### config.mk
export PLATFORM = sky130hd
export DESIGN_NAME = external_interrupt_edge_controller
export DESIGN_NICKNAME = d
export VERILOG_FILES = /design/src/hw/rtl/exti_pkg.sv /design/src/hw/rtl/external_interrupt_edge_controller.sv
export SDC_FILE = /design/constraint.sdc
export NUM_CORES = 1
export LEC_CHECK = 0
export ABC_CLOCK_PERIOD_IN_PS = 3720
export BUFFER_PORTS_ARGS = -buffer_cell sky130_fd_sc_hd__buf_2
export CAP_MARGIN = 20
export CORE_MARGIN = 4
export CORE_UTILIZATION = 59
export CTS_CLUSTER_SIZE = 16
export DETAILED_ROUTE_END_ITERATION = 12
export PLACE_DENSITY = 0.8
export SETUP_SLACK_MARGIN = 0.15
export SYNTH_ARGS = -nofsm -noshare
export SYNTH_HDL_FRONTEND = slang
export SYNTH_SLANG_ARGS = --single-unit
### constraint.sdc
create_clock -name clk -period 3.72 [get_ports clk]
set_input_delay 0.186 -clock clk [delete_from_list [all_inputs] [get_ports clk]]
set_output_delay 0.186 -clock clk [all_outputs]
set_load 0.01 [all_outputs]
### src/hw/rtl/exti_pkg.sv
// Shared types and codes for the external interrupt edge controller.
// Holds the request and response payload structs, command codes and register map.
// No dependencies.
package exti_pkg;

    // Command codes
    localparam logic [1:0] CMD_TICK  = 2'd0;
    localparam logic [1:0] CMD_WRITE = 2'd1;
    localparam logic [1:0] CMD_READ  = 2'd2;

    // Register map
    localparam logic [3:0] REG_MASK    = 4'd0;
    localparam logic [3:0] REG_RISE    = 4'd1;
    localparam logic [3:0] REG_FALL    = 4'd2;
    localparam logic [3:0] REG_SWTRIG  = 4'd3;
    localparam logic [3:0] REG_PENDING = 4'd4;
    localparam logic [3:0] REG_PSEL0   = 4'd5;
    localparam logic [3:0] REG_PSEL3   = 4'd8;

    // Port codes wired to pin inputs
    localparam logic [3:0] PORT_A = 4'd0;
    localparam logic [3:0] PORT_B = 4'd1;
    localparam logic [3:0] PORT_C = 4'd2;
    localparam logic [3:0] PORT_D = 4'd3;
    localparam logic [3:0] PORT_E = 4'd4;

    localparam int MAX_LINES = 16;
    localparam int NUM_WORDS = 4;

    typedef struct packed {
        logic [1:0]  cmd;
        logic [3:0]  reg_sel;
        logic [15:0] write_data;
        logic [15:0] port_a_pins;
        logic [15:0] port_b_pins;
        logic [15:0] port_c_pins;
        logic [15:0] port_d_pins;
        logic [15:0] port_e_pins;
    } req_t;

    typedef struct packed {
        logic [15:0] read_data;
        logic [15:0] irq_lines;
    } rsp_t;

endpackage

### src/hw/rtl/external_interrupt_edge_controller.sv
// External interrupt edge controller: register bank, edge detect and pending logic.
// Depends on exti_pkg for payload structs and codes.
//
// Usage:
//   req channel (req_valid/req_ready/req) carries one command per transfer:
//   a pin sample tick, a register write or a register read. rsp channel
//   (rsp_valid/rsp_ready/rsp) returns exactly one transfer per command with the
//   read data (zero unless a read) and the interrupt vector, pending AND mask,
//   as it stands after the command.
//   Each command passes from the input register through the update logic into
//   the response register, and rsp_valid rises as the command enters the
//   response register. Throughput is one command per cycle while the receiver
//   does not stall; the register state updates as a command moves from the
//   input register into the response register.
//   When the receiver stalls, the response register holds and the input
//   register still takes one more command; req_ready drops only when both
//   are full and rsp_ready is low.
//   Reset clears the state registers: mask, enables, software triggers, pending
//   bits, previous pin levels and all port selects (port a). The first tick
//   after reset sees any high line as a rising edge.
module external_interrupt_edge_controller
    import exti_pkg::*;
#(
    parameter int NUM_LINES = 16,
    parameter int NUM_PORTS = 5
)
(
    input  logic clk,
    input  logic rst_n,
    input  logic req_valid,
    output logic req_ready,
    input  req_t req,
    output logic rsp_valid,
    input  logic rsp_ready,
    output rsp_t rsp
);

    localparam logic [15:0] LINE_MASK = 16'((32'd1 << NUM_LINES) - 32'd1);
    localparam logic [4:0]  PORT_LIMIT = 5'(NUM_PORTS);

    // Pipeline control and payload
    logic req_valid_reg;
    req_t req_reg;
    logic rsp_valid_reg;
    rsp_t rsp_reg;
    logic advance;

    // Architectural state
    logic [15:0] mask_reg, mask_next;
    logic [15:0] rise_reg, rise_next;
    logic [15:0] fall_reg, fall_next;
    logic [15:0] soft_reg, soft_next;
    logic [15:0] pending_reg, pending_next;
    logic [15:0] prev_reg, prev_next;
    logic [3:0]  psel_reg  [NUM_LINES];
    logic [3:0]  psel_next [NUM_LINES];

    // Combinational helpers
    logic [15:0] sel_words [NUM_WORDS];
    logic [15:0] level;
    logic [15:0] rise_evt;
    logic [15:0] fall_evt;
    logic [15:0] read_data;
    logic [15:0] wd_lines;

    // Handshake: move stage 1 forward whenever the response slot is free
    assign advance   = req_valid_reg && (!rsp_valid_reg || rsp_ready);
    assign req_ready = !req_valid_reg || advance;
    assign rsp_valid = rsp_valid_reg;
    assign rsp       = rsp_reg;

    // Hold the accepted request
    always_ff @(posedge clk or negedge rst_n)
    begin
        if (!rst_n)
        begin
            req_valid_reg <= 1'b0;
        end
        else if (req_ready)
        begin
            req_valid_reg <= req_valid;
        end
    end

    always_ff @(posedge clk)
    begin
        if (req_valid && req_ready)
        begin
            req_reg <= req;
        end
    end

    // Gather port select words and sampled levels per line
    always_comb
    begin
        for (int w = 0; w < NUM_WORDS; w++)
        begin
            sel_words[w] = '0;
        end
        level = '0;
        for (int l = 0; l < NUM_LINES; l++)
        begin
            sel_words[l / 4][4 * (l % 4) +: 4] = psel_reg[l];
            if ({1'b0, psel_reg[l]} < PORT_LIMIT)
            begin
                case (psel_reg[l])
                    PORT_A:  level[l] = req_reg.port_a_pins[l];
                    PORT_B:  level[l] = req_reg.port_b_pins[l];
                    PORT_C:  level[l] = req_reg.port_c_pins[l];
                    PORT_D:  level[l] = req_reg.port_d_pins[l];
                    PORT_E:  level[l] = req_reg.port_e_pins[l];
                    default: level[l] = 1'b0;
                endcase
            end
        end
        rise_evt = level & ~prev_reg;
        fall_evt = ~level & prev_reg;
    end

    // Apply the command to the register state and form the response
    always_comb
    begin
        mask_next    = mask_reg;
        rise_next    = rise_reg;
        fall_next    = fall_reg;
        soft_next    = soft_reg;
        pending_next = pending_reg;
        prev_next    = prev_reg;
        for (int l = 0; l < NUM_LINES; l++)
        begin
            psel_next[l] = psel_reg[l];
        end
        read_data = '0;
        wd_lines  = req_reg.write_data & LINE_MASK;

        case (req_reg.cmd)
            CMD_TICK:
            begin
                pending_next = pending_reg
                             | (((rise_evt & rise_reg) | (fall_evt & fall_reg)) & LINE_MASK);
                prev_next    = level;
            end
            CMD_WRITE:
            begin
                case (req_reg.reg_sel) inside
                    REG_MASK:    mask_next = wd_lines;
                    REG_RISE:    rise_next = wd_lines;
                    REG_FALL:    fall_next = wd_lines;
                    REG_SWTRIG:
                    begin
                        soft_next    = soft_reg | wd_lines;
                        pending_next = pending_reg | wd_lines;
                    end
                    REG_PENDING:
                    begin
                        soft_next    = soft_reg & ~wd_lines;
                        pending_next = pending_reg & ~wd_lines;
                    end
                    [REG_PSEL0:REG_PSEL3]:
                    begin
                        for (int l = 0; l < NUM_LINES; l++)
                        begin
                            if (req_reg.reg_sel == REG_PSEL0 + 4'(l / 4))
                            begin
                                psel_next[l] = req_reg.write_data[4 * (l % 4) +: 4];
                            end
                        end
                    end
                    default: ;
                endcase
            end
            CMD_READ:
            begin
                case (req_reg.reg_sel) inside
                    REG_MASK:    read_data = mask_reg;
                    REG_RISE:    read_data = rise_reg;
                    REG_FALL:    read_data = fall_reg;
                    REG_SWTRIG:  read_data = soft_reg;
                    REG_PENDING: read_data = pending_reg;
                    [REG_PSEL0:REG_PSEL3]:
                    begin
                        read_data = sel_words[2'(req_reg.reg_sel - REG_PSEL0)];
                    end
                    default:     read_data = '0;
                endcase
            end
            default: ;
        endcase
    end

    // Commit state as the command moves into the response register
    always_ff @(posedge clk or negedge rst_n)
    begin
        if (!rst_n)
        begin
            mask_reg    <= '0;
            rise_reg    <= '0;
            fall_reg    <= '0;
            soft_reg    <= '0;
            pending_reg <= '0;
            prev_reg    <= '0;
            for (int l = 0; l < NUM_LINES; l++)
            begin
                psel_reg[l] <= PORT_A;
            end
        end
        else if (advance)
        begin
            mask_reg    <= mask_next;
            rise_reg    <= rise_next;
            fall_reg    <= fall_next;
            soft_reg    <= soft_next;
            pending_reg <= pending_next;
            prev_reg    <= prev_next;
            for (int l = 0; l < NUM_LINES; l++)
            begin
                psel_reg[l] <= psel_next[l];
            end
        end
    end

    // Response register
    always_ff @(posedge clk or negedge rst_n)
    begin
        if (!rst_n)
        begin
            rsp_valid_reg <= 1'b0;
        end
        else if (advance)
        begin
            rsp_valid_reg <= 1'b1;
        end
        else if (rsp_ready)
        begin
            rsp_valid_reg <= 1'b0;
        end
    end

    always_ff @(posedge clk)
    begin
        if (advance)
        begin
            rsp_reg.read_data <= read_data;
            rsp_reg.irq_lines <= pending_next & mask_next;
        end
    end

    // State only moves together with the response, so a waiting response
    // always matches the live interrupt vector
    a_irq_tracks_state: assert property (@(posedge clk) disable iff (!rst_n)
        rsp_valid_reg |-> (rsp_reg.irq_lines == (pending_reg & mask_reg)))
        else $error("irq_lines out of step with pending and mask");

    // A software trigger is always backed by a pending bit
    a_soft_implies_pending: assert property (@(posedge clk) disable iff (!rst_n)
        (soft_reg & ~pending_reg) == 16'd0)
        else $error("software trigger set without pending bit");

    // Absent lines never hold state
    a_absent_lines_clear: assert property (@(posedge clk) disable iff (!rst_n)
        ((pending_reg | mask_reg | prev_reg) & ~LINE_MASK) == 16'd0)
        else $error("state bit set on an absent line");

endmodule
==> flow_summary_export.csv, run 1 <==
group,metric,value,unit
setup_path,crit_cells,7,
status,status,"complete, no violations",
finish,diodes,0,
global_routing,grt_max_degree,83,
routing,antenna_left,0,
routing,vias,10400,
sta,period_minus_slack,2.92,ns
finish,largest_reg_flops,86,
setup_path,cp-end-kind,"flip-flop",
logic_synthesis,ys_seq_area_frac,0.579,
logic_synthesis,yosys-top-cells-area,"dfrtp_1, edfxtp_1, mux2_2",
sta,max_freq,342,MHz
setup_path,path_delay_family,"simple AND/OR/NAND/NOR gates",
min_path,hold_class,"input port to async pin",
finish,nFillCells,1526,
setup_path,start_kind,"flip-flop",
setup_path,startpoint,"req_reg[96]",
die,die_w,162,µm
logic_synthesis,synth-edff-count,134,
routing,avgViaCountPerCell,6.31,
die,rows,56,
routing,drtPass1Iterations,7,
finish,instances_no_fill,1644,
finish,synthToLayoutAreaGrowth,21.7,%
finish,regArea,0.00808,mm²
die,core_area,0.0234,mm²
logic_synthesis,synth_largest_area_cell,"dfrtp_1",
routing,drc,0,
die,die_y,162,µm
finish,drive_gt1_frac,0.318,
setup_path,ff2ff_setup_slack,0.80,ns
logic_synthesis,synth_area,0.0140,mm²
routing,routed_wl,39200,µm
sta,layout_setup_ws,0.795,ns
setup_path,worstPathCellList,"inv_1, ha_1, or3_4, or2_4, a211oi_4, nand2_1, mux2_4",
clock_network,cts.repair.resized,0,
place,place_congestion,0.953,
die,io_pins,140,
clock_network,clockRootBuffer,"clkbuf_16",
setup_path,cp_slowest_cell,"a211oi_4",
place,placed_area,0.0150,mm²
global_routing,grt_pass1_vias,10800,
global_routing,track_usage,0.301,
setup_path,cp_max_fo,16,
clock_network,cts_made_buffers,31,
sta,grt_setup_unrepaired,"false",
die,initial_core_util,0.596,
logic_synthesis,ys_types,57,
clock_network,h-tree-depth,1,
finish,multi_input_area,0.00546,mm²
clock_network,cts_buffer_depth,3,
sta,setup-violations-final,0,
logic_synthesis,synthCells,1065,
sta,slew_violations,0,
power_and_ir_drop,leakagePower,7.23,nW
run,max_cap_viol_count,0,
place,dpl.cell_count,1479,
setup_path,slowest_delay,0.71,ns
clock_network,clk_latency,0.56,ns
place,dp_hpwl,24400,µm
sta,fin_worst_skew,0.0127,ns
logic_synthesis,synthTopCellsByCount,"dfrtp_1, edfxtp_1, mux2_2",
logic_synthesis,synth.most_common_cell,"dfrtp_1",
power_and_ir_drop,power_density,486,mW/mm²
setup_path,r2r_cells,7,
logic_synthesis,async_flop_share,0.547,
logic_synthesis,ys_seq_elements,296,
setup_path,path_class,"flip-flop to flip-flop",
setup_path,crit_required,4.16,ns
power_and_ir_drop,ir_drop,0.000413,V
logic_synthesis,synth_ff_type,"dfrtp_1",
die,die_area,0.0262,mm²
sta,hold_ws,0.221,ns
global_routing,grt_overflow,0,
sta,max_slew_margin,0.264,
logic_synthesis,avgSynthCellArea,13.1,µm²
sta,worst-slew-pin-transition,1.10,ns
clock_network,clock_sinks,296,
logic_synthesis,netlist.area_leader.share,0.291,
global_routing,grt_antenna_before_repair,0,
finish,finalNetCount,1410,
finish,fin_area,0.0170,mm²
setup_path,worst_ep_arrival_time,3.36,ns
place,port_buffers,139,
routing,first_iter_violations,1248,
sta,tns,0,ns
sta,post-route-period-util,0.786,
logic_synthesis,synth_nets,1175,
logic_synthesis,yosysWarnings,0,
sta,hold_viol,0,
clock_network,cts_tree,"yes",
place,preCtsSetupSlack,0.757,ns
global_routing,grt_pass1_wl,61200,µm
routing,avgRoutedWirePerCell,23.8,µm
clock_network,postCtsSetupRepairBufs,0,
clock_network,clk_pin_slew_worst_paths,0.06,ns
setup_path,critPathBufInv,1,
clock_network,cts_hold_buf,106,
setup_path,r2r_start,"req_reg[96]",
-- report_power, final --
group	total [mW]	switching, mW	internal (mW)
combinational	1.21	0.606	0.603
sequential	4.12	0.338	3.78
clock	2.92	1.26	1.66
total	8.25	2.21	6.05
-- per-stage QoR --
stage / utilization / power, mW
after floorplan: - / 4.82
after global placement: 0.639 / 5.19
after detailed placement: 0.639 / 5.26
after CTS: 0.725 / 8.24
after global routing: 0.726 / 8.57
final: 0.726 / 8.25
-- how the worst min path moves through the flow --
| stage | to | slack, ns | from | cells after the start |
|---|---|---|---|---|
| 2_1_floorplan | async pin | -0.11 | rst_n | 0 |
| 3_3_place_gp | mask_reg[1] | 0.30 | rst_n | 1 |
| 3_5_place_dp | pending_reg[1] | 0.30 | rst_n | 1 |
| 4_1_cts | mask_reg[2] | 0.29 | rst_n | 2 |
| 5_1_grt | pending_reg[0] | 0.32 | rst_n | 2 |
| 6_report | mask_reg[2] | 0.22 | rst_n | 2 |
-- cell type report --
type | instances | share of cell area
well taps | 319 | 0.0235
flip-flops and latches | 296 | 0.476
inverters | 18 | 0.00398
clock inverters | 15 | 0.00612
multi-input cells | 677 | 0.321
repair buffers | 276 | 0.119
clock buffers | 43 | 0.0501
-- cell families after synthesis --
kind of cell	Yosys count	share of synthesized area
mux	185	0.162
simple gates	285	0.118
buf+inv	92	0.0303
flops	296	0.579
compound gates	203	0.107
fa+ha+maj	4	0.00359
-- per-layer routing --
layer / GRT usage / share of wire / routed length, µm / vias to the layer above
met5: 0 / 0 / 0 / -
met4: 0.115 / 0.043 / 1680 / 0
met1: 0.400 / 0.39 / 15200 / 5142
li1: - / - / - / 4536
met2: 0.480 / 0.47 / 18400 / 578
met3: 0.0822 / 0.10 / 3930 / 112
-- cell usage in the layout (no fill, tap or decap), types with 16 or more instances in the layout --
master	instances
a21oi_1	33
dlygate4sd3_1	106
mux4_2	16
clkbuf_16	31
nor2_1	64
buf_4	28
buf_2	138
nor4b_1	24
a31oi_1	16
a31o_2	27
nand2_1	80
nand2b_1	17
dfrtp_1	162
nor3_1	21
mux2_2	128
edfxtp_1	134
a21o_1	16
o221a_2	16
mux2i_1	31
inv_1	18
o21ai_0	20
a221oi_1	16
No activity file was read; power rests on OpenSTA's default activity.
==> run 2, diff against run 1 <==
--- a/config.mk
+++ b/config.mk
@@ -5,14 +5,15 @@
 export SDC_FILE = /design/constraint.sdc
 export NUM_CORES = 1
 export LEC_CHECK = 0
-export ABC_CLOCK_PERIOD_IN_PS = 3720
+export ABC_AREA = 1
+export ABC_CLOCK_PERIOD_IN_PS = 2400
 export BUFFER_PORTS_ARGS = -buffer_cell sky130_fd_sc_hd__buf_2
 export CAP_MARGIN = 20
 export CORE_MARGIN = 4
-export CORE_UTILIZATION = 59
+export CORE_UTILIZATION = 53
 export CTS_CLUSTER_SIZE = 16
 export DETAILED_ROUTE_END_ITERATION = 12
-export PLACE_DENSITY = 0.8
+export PLACE_DENSITY = 0.76
 export SETUP_SLACK_MARGIN = 0.15
 export SYNTH_ARGS = -nofsm -noshare
 export SYNTH_HDL_FRONTEND = slang
==> constraint.sdc (replaced) <==
create_clock -name clk -period 2.4 [get_ports clk]
set_input_delay 0.12 -clock clk [delete_from_list [all_inputs] [get_ports clk]]
set_output_delay 0.12 -clock clk [all_outputs]
set_load 0.01 [all_outputs]
==> run 2 against run 1 <==
Compared with the run above:
- maximum frequency rose by 35%
- sequential power grew 68%
- total power is 77% higher
- highest routed layer unchanged
- via count grew 14%
- clock power increased by 69%
- clock skew decreased by 0.00079 ns
- critical path depth up 4
- non-clock buffer count up 8
- die area up 8.2%
==> flow_summary_export.csv, run 2 <==
group,metric,value,unit
finish,finalNetCount,1875,
clock_network,cts_made_buffers,31,
setup_path,ff2ff_setup_slack,0.23,ns
sta,max_slew_margin,0.626,
power_and_ir_drop,total_power,14.6,mW
clock_network,cts_tree,"yes",
sta,slew_violations,0,
routing,routed_wl,39400,µm
logic_synthesis,ys_seq_elements,296,
setup_path,cp-end-kind,"flip-flop",
logic_synthesis,netlist.area_leader.share,0.298,
setup_path,worst_ep_arrival_time,2.58,ns
logic_synthesis,synth_largest_area_cell,"dfrtp_1",
sta,hold_ws,0.0566,ns
global_routing,grt_antenna_before_repair,0,
sta,hold_viol,0,
setup_path,worstPathCellList,"inv_1, ha_2, clkinvlp_4, buf_4, a21oi_1, o21ai_0, nand2_1, nand2_1, nand3_1, nand3_1, a21oi_1",
clock_network,clock_sinks,296,
sta,period_minus_slack,2.17,ns
die,core_area,0.0253,mm²
global_routing,grt_max_degree,69,
setup_path,crit_cells,11,
routing,drtPass1Iterations,8,
sta,max_freq,460,MHz
die,die_area,0.0283,mm²
sta,fin_worst_skew,0.0119,ns
clock_network,clk_pin_slew_worst_paths,0.06,ns
logic_synthesis,synth-edff-count,134,
finish,fin_area,0.0169,mm²
logic_synthesis,yosysWarnings,0,
setup_path,start_kind,"flip-flop",
sta,setup-violations-final,0,
place,dp_hpwl,26300,µm
place,place_congestion,0.959,
logic_synthesis,avgSynthCellArea,9.01,µm²
sta,post-route-period-util,0.905,
global_routing,track_usage,0.276,
place,dpl.cell_count,1948,
routing,avgRoutedWirePerCell,18.6,µm
setup_path,critPathBufInv,3,
clock_network,h-tree-depth,1,
global_routing,grt_overflow,0,
die,io_pins,140,
die,die_y,168,µm
setup_path,cp_max_fo,12,
status,status,"complete, no violations",
power_and_ir_drop,ir_drop,0.000646,V
sta,grt_setup_unrepaired,"true",
finish,drive_gt1_frac,0.151,
routing,first_iter_violations,1255,
sta,worst-slew-pin-transition,0.560,ns
clock_network,clk_latency,0.56,ns
setup_path,r2r_cells,11,
logic_synthesis,synth_area,0.0136,mm²
setup_path,crit_required,2.81,ns
place,placed_area,0.0147,mm²
logic_synthesis,synth_nets,1620,
clock_network,clockRootBuffer,"clkbuf_16",
run,max_cap_viol_count,0,
finish,nFillCells,1953,
finish,diodes,0,
finish,final_common_cell,"nand2_1",
logic_synthesis,synth.most_common_cell,"nand2_1",
routing,vias,11800,
min_path,hold_class,"input port to async pin",
finish,largest_reg_flops,86,
routing,avgViaCountPerCell,5.56,
power_and_ir_drop,power_density,864,mW/mm²
logic_synthesis,synthCells,1510,
finish,instances_no_fill,2120,
logic_synthesis,yosys-top-cells-area,"dfrtp_1, edfxtp_1, nand2_1",
global_routing,grt_pass1_wl,61800,µm
logic_synthesis,ys_seq_area_frac,0.594,
routing,drc,0,
setup_path,slowest_delay,0.40,ns
logic_synthesis,synth_ff_type,"dfrtp_1",
setup_path,path_delay_family,"buffers and inverters",
finish,final_cell_mix,"nand2_1, inv_1, dfrtp_1",
setup_path,path_class,"flip-flop to flip-flop",
setup_path,cp_slowest_cell,"edfxtp_1",
die,die_w,168,µm
logic_synthesis,async_flop_share,0.547,
power_and_ir_drop,leakagePower,7.71,nW
clock_network,cts_buffer_depth,3,
finish,synthToLayoutAreaGrowth,24.5,%
die,rows,58,
place,port_buffers,139,
die,initial_core_util,0.539,
logic_synthesis,ys_types,32,
global_routing,grt_pass1_vias,11500,
routing,antenna_left,0,
logic_synthesis,synthTopCellsByCount,"nand2_1, inv_1, dfrtp_1",
run 2: cell count changes in the layout (fill, tap and decap cells not counted), sizes merged, moves of 27 or more:
cell,previous run,this run
a21oi,33,89
mux2i,31,0
nand2,81,384
a31o,27,0
o21ai,22,217
nand3,0,139
inv,19,172
mux2,138,0
run 2: path summary, 6_finish.rpt:
path	startpoint	to
hold reg to reg	flip-flop	flip-flop
setup / recovery	req_reg[96]	rsp[16]
setup reg to reg	req_reg[96]	rsp[16]
hold / removal	rst_n	psel_reg[34]
min in group clk	req[72]	req_reg[72]
max in group asynchronous	rst_n	pending_reg[11]
run 2: timing repair:
| item | in CTS | in global routing |
|---|---|---|
| hold endpoints to repair | 266 | 0 |
| pin swaps | 2 | 3 |
| hold buffers | 107 | 0 |
| cloned | 0 | 0 |
| setup buffers | 4 | 2 |
| resized for setup | 2 | 12 |
| endpoints found under the setup margin | 45 | 63 |
run 2: per-layer routing:
| layer | share of wire | track usage |
|---|---|---|
| met5 | 0 | 0 |
| met4 | 0.038 | 0.100 |
| met3 | 0.084 | 0.0420 |
| met2 | 0.49 | 0.470 |
| met1 | 0.39 | 0.360 |
run 2: logic make-up after synthesis:
| logic type | share of synthesized area |
|---|---|
| and+or+nand+nor | 0.201 |
| AOI/OAI and AO/OA | 0.130 |
| DFF | 0.594 |
| buffers and inverters | 0.0714 |
| adders and majority gates | 0.00368 |
run 2: stage by stage:
step / util / worst slack, ns / setup TNS, ns
floorplan: - / -0.129 / -13.16
global placement: 0.582 / 0.146 / 0
detailed placement: 0.582 / 0.0328 / 0
CTS: 0.668 / 0.155 / 0
global route: 0.671 / 0.0826 / 0
finish: 0.671 / 0.228 / 0
run 2: power by group:
| part | switching [mW] | total, mW | leakage [nW] | internal, mW |
|---|---|---|---|---|
| logic | 1.73 | 2.79 | 3.70 | 1.06 |
| clock network | 1.98 | 4.94 | 0.524 | 2.97 |
| registers | 0.724 | 6.91 | 3.49 | 6.19 |
run 2: final cells by class:
type                            instances  area [µm²]  area share
Timing Repair Buffer                  284        2110       0.124
Multi-Input combinational cell        977        4620       0.272
Inverter                              175         666      0.0393
Clock buffer                           47         961      0.0567
Tap cell                              330         413      0.0244
Sequential cell                       296        8080       0.477
Clock inverter                         11         104     0.00613
==> run 3, diff against run 2 <==
--- a/config.mk
+++ b/config.mk
@@ -11,8 +11,9 @@
 export CAP_MARGIN = 20
 export CORE_MARGIN = 4
 export CORE_UTILIZATION = 53
-export CTS_CLUSTER_SIZE = 16
+export CTS_CLUSTER_SIZE = 40
 export DETAILED_ROUTE_END_ITERATION = 12
+export GPL_TIMING_DRIVEN = 0
 export PLACE_DENSITY = 0.76
 export SETUP_SLACK_MARGIN = 0.15
 export SYNTH_ARGS = -nofsm -noshare
==> run 3 against run 2 <==
Compared with the run above:
- design area rose by 5.1%
- highest routed layer unchanged
- global-route usage rose by 2.0 points
- first-iteration DRC count rose by 21%
- die area did not move
==> flow_summary_export.csv, run 3 (synthesized netlist as in run 2, its figures left out) <==
group,metric,value,unit
die,core_area,0.0253,mm²
die,die_w,168,µm
die,rows,58,
setup_path,slowest_delay,0.42,ns
global_routing,grt_pass1_vias,12200,
routing,drtPass1Iterations,6,
power_and_ir_drop,power_density,837,mW/mm²
setup_path,cp-end-kind,"flip-flop",
setup_path,crit_required,2.80,ns
clock_network,h-tree-depth,1,
power_and_ir_drop,leakagePower,8.07,nW
clock_network,cts_buffer_depth,3,
global_routing,grt_max_degree,119,
die,die_area,0.0283,mm²
sta,post-route-period-util,0.959,
clock_network,clk_pin_slew_worst_paths,0.06,ns
finish,largest_reg_flops,86,
global_routing,grt_pass1_wl,65500,µm
finish,synthToLayoutAreaGrowth,30.8,%
sta,fin_worst_skew,0.0135,ns
sta,slew_violations,0,
run,max_cap_viol_count,0,
routing,routed_wl,43700,µm
setup_path,crit_top_cell,"buf_6",
finish,finish.utilization,0.705,
die,io_pins,140,
routing,drc,0,
clock_network,cts_tree,"yes",
routing,vias,12600,
setup_path,cp_max_fo,10,
global_routing,grt_overflow,0,
clock_network,clk_latency,0.57,ns
finish,final_common_cell,"nand2_1",
die,die_y,168,µm
finish,final_cell_mix,"nand2_1, dfrtp_1, inv_1",
sta,period_minus_slack,2.30,ns
place,port_buffers,139,
clock_network,cts_made_buffers,31,
sta,max_slew_margin,0.514,
place,dp_hpwl,29000,µm
finish,multi_input_area,0.00510,mm²
place,place_congestion,0.951,
setup_path,r2r_start,"req_reg[96]",
routing,first_iter_violations,1516,
global_routing,grt_antenna_before_repair,1,
setup_path,worstPathCellList,"buf_6, inv_4, buf_6, buf_6, ha_4, clkbuf_8, o21ai_0, o22ai_1, nand2_2, nand3_1, nand3_2, a21oi_2",
setup_path,reg2reg_to,"rsp[23]",
setup_path,ff2ff_setup_slack,0.1,ns
min_path,hold_class,"input port to async pin",
setup_path,worst_ep_arrival_time,2.70,ns
setup_path,start_kind,"flip-flop",
routing,antenna_left,0,
sta,max_freq,435,MHz
die,initial_core_util,0.539,
global_routing,track_usage,0.295,
finish,finalNetCount,1924,
clock_network,clockRootBuffer,"clkbuf_16",
place,preCtsSetupSlack,-0.638,ns
routing,avgViaCountPerCell,5.80,
sta,hold_viol,0,
setup_path,cp_slowest_cell,"edfxtp_1",
clock_network,clock_sinks,296,
sta,grt_setup_unrepaired,"true",
setup_path,path_class,"flip-flop to flip-flop",
status,status,"complete, no violations",
power_and_ir_drop,ir_drop,0.000566,V
finish,regArea,0.00808,mm²
finish,nFillCells,1839,
sta,worst-slew-pin-transition,0.730,ns
sta,setup-violations-final,0,
finish,drive_gt1_frac,0.218,
sta,layout_setup_ws,0.0993,ns
routing,avgRoutedWirePerCell,20.1,µm
setup_path,r2r_cells,12,
[run 3: worst max-delay path by stage]
stage           startpoint    endpoint  cells after the start
6_report       req_reg[96]     rsp[23]                     12
5_1_grt        req_reg[96]     rsp[31]                     14
4_1_cts        req_reg[96]     rsp[17]                     13
3_5_place_dp   req_reg[96]     rsp[23]                     12
3_3_place_gp         rst_n   async pin                      1
2_1_floorplan    rsp_valid  req_reg[0]                      3
[run 3: layout make-up]
| class | instances | share of cell area |
|---|---|---|
| tap | 330 | 0.0232 |
| timing repair buffer | 271 | 0.115 |
| inverter | 175 | 0.0384 |
| antenna | 1 | 0.000141 |
| clock buffer | 37 | 0.0460 |
| multi-input combinational | 977 | 0.287 |
| clock inverter | 21 | 0.0115 |
| buffer | 62 | 0.0252 |
| sequential | 296 | 0.454 |
[run 3: timing repair]
action	in CTS	in global routing
endpoints found under the hold margin	266	0
endpoints found under the setup margin	176	187
pin swaps	10	33
hold buffers	107	0
gates resized for setup	70	151
gates cloned	0	1
buffers inserted	9	12
[run 3: stage by stage]
stage / instance area, µm² / setup TNS [ns] / cells / total power [mW] / hold slack, ns
floorplan: 13600 / -13.16 / 1510 / 8.50 / -0.176
global placement: 14700 / -346.99 / 1979 / 9.42 / 0.296
detailed placement: 14800 / -41.88 / 1982 / 9.54 / 0.0451
CTS: 17200 / 0 / 2156 / 14.6 / 0.0516
global route: 17800 / 0 / 2170 / 15.5 / 0.0775
finish: 17800 / 0 / 2170 / 14.9 / 0.0531
[run 3: report_power, final]
group / switching (mW) / internal [mW] / total, mW
logic: 1.92 / 1.18 / 3.10
registers: 0.749 / 6.19 / 6.94
clock network: 2.01 / 2.85 / 4.86
total: 4.67 / 10.2 / 14.9
[run 3: worst max-delay path, delay by kind of cell, from the launching register on]
kind	cells	cell delay, ns
AOI/OAI and AO/OA	3	0.55
adders and majority gates	1	0.31
and+or+nand+nor	3	0.28
buffers and inverters	5	0.57
DFF	1	0.42
[run 3: routing by layer]
metal,part of all wire,up-vias,routed length [µm],track usage
li1,-,5680,-,-
met1,0.37,5945,16400,0.388
met2,0.47,810,20500,0.473
met3,0.10,151,4560,0.0629
met4,0.052,0,2280,0.136
met5,0,-,0,0
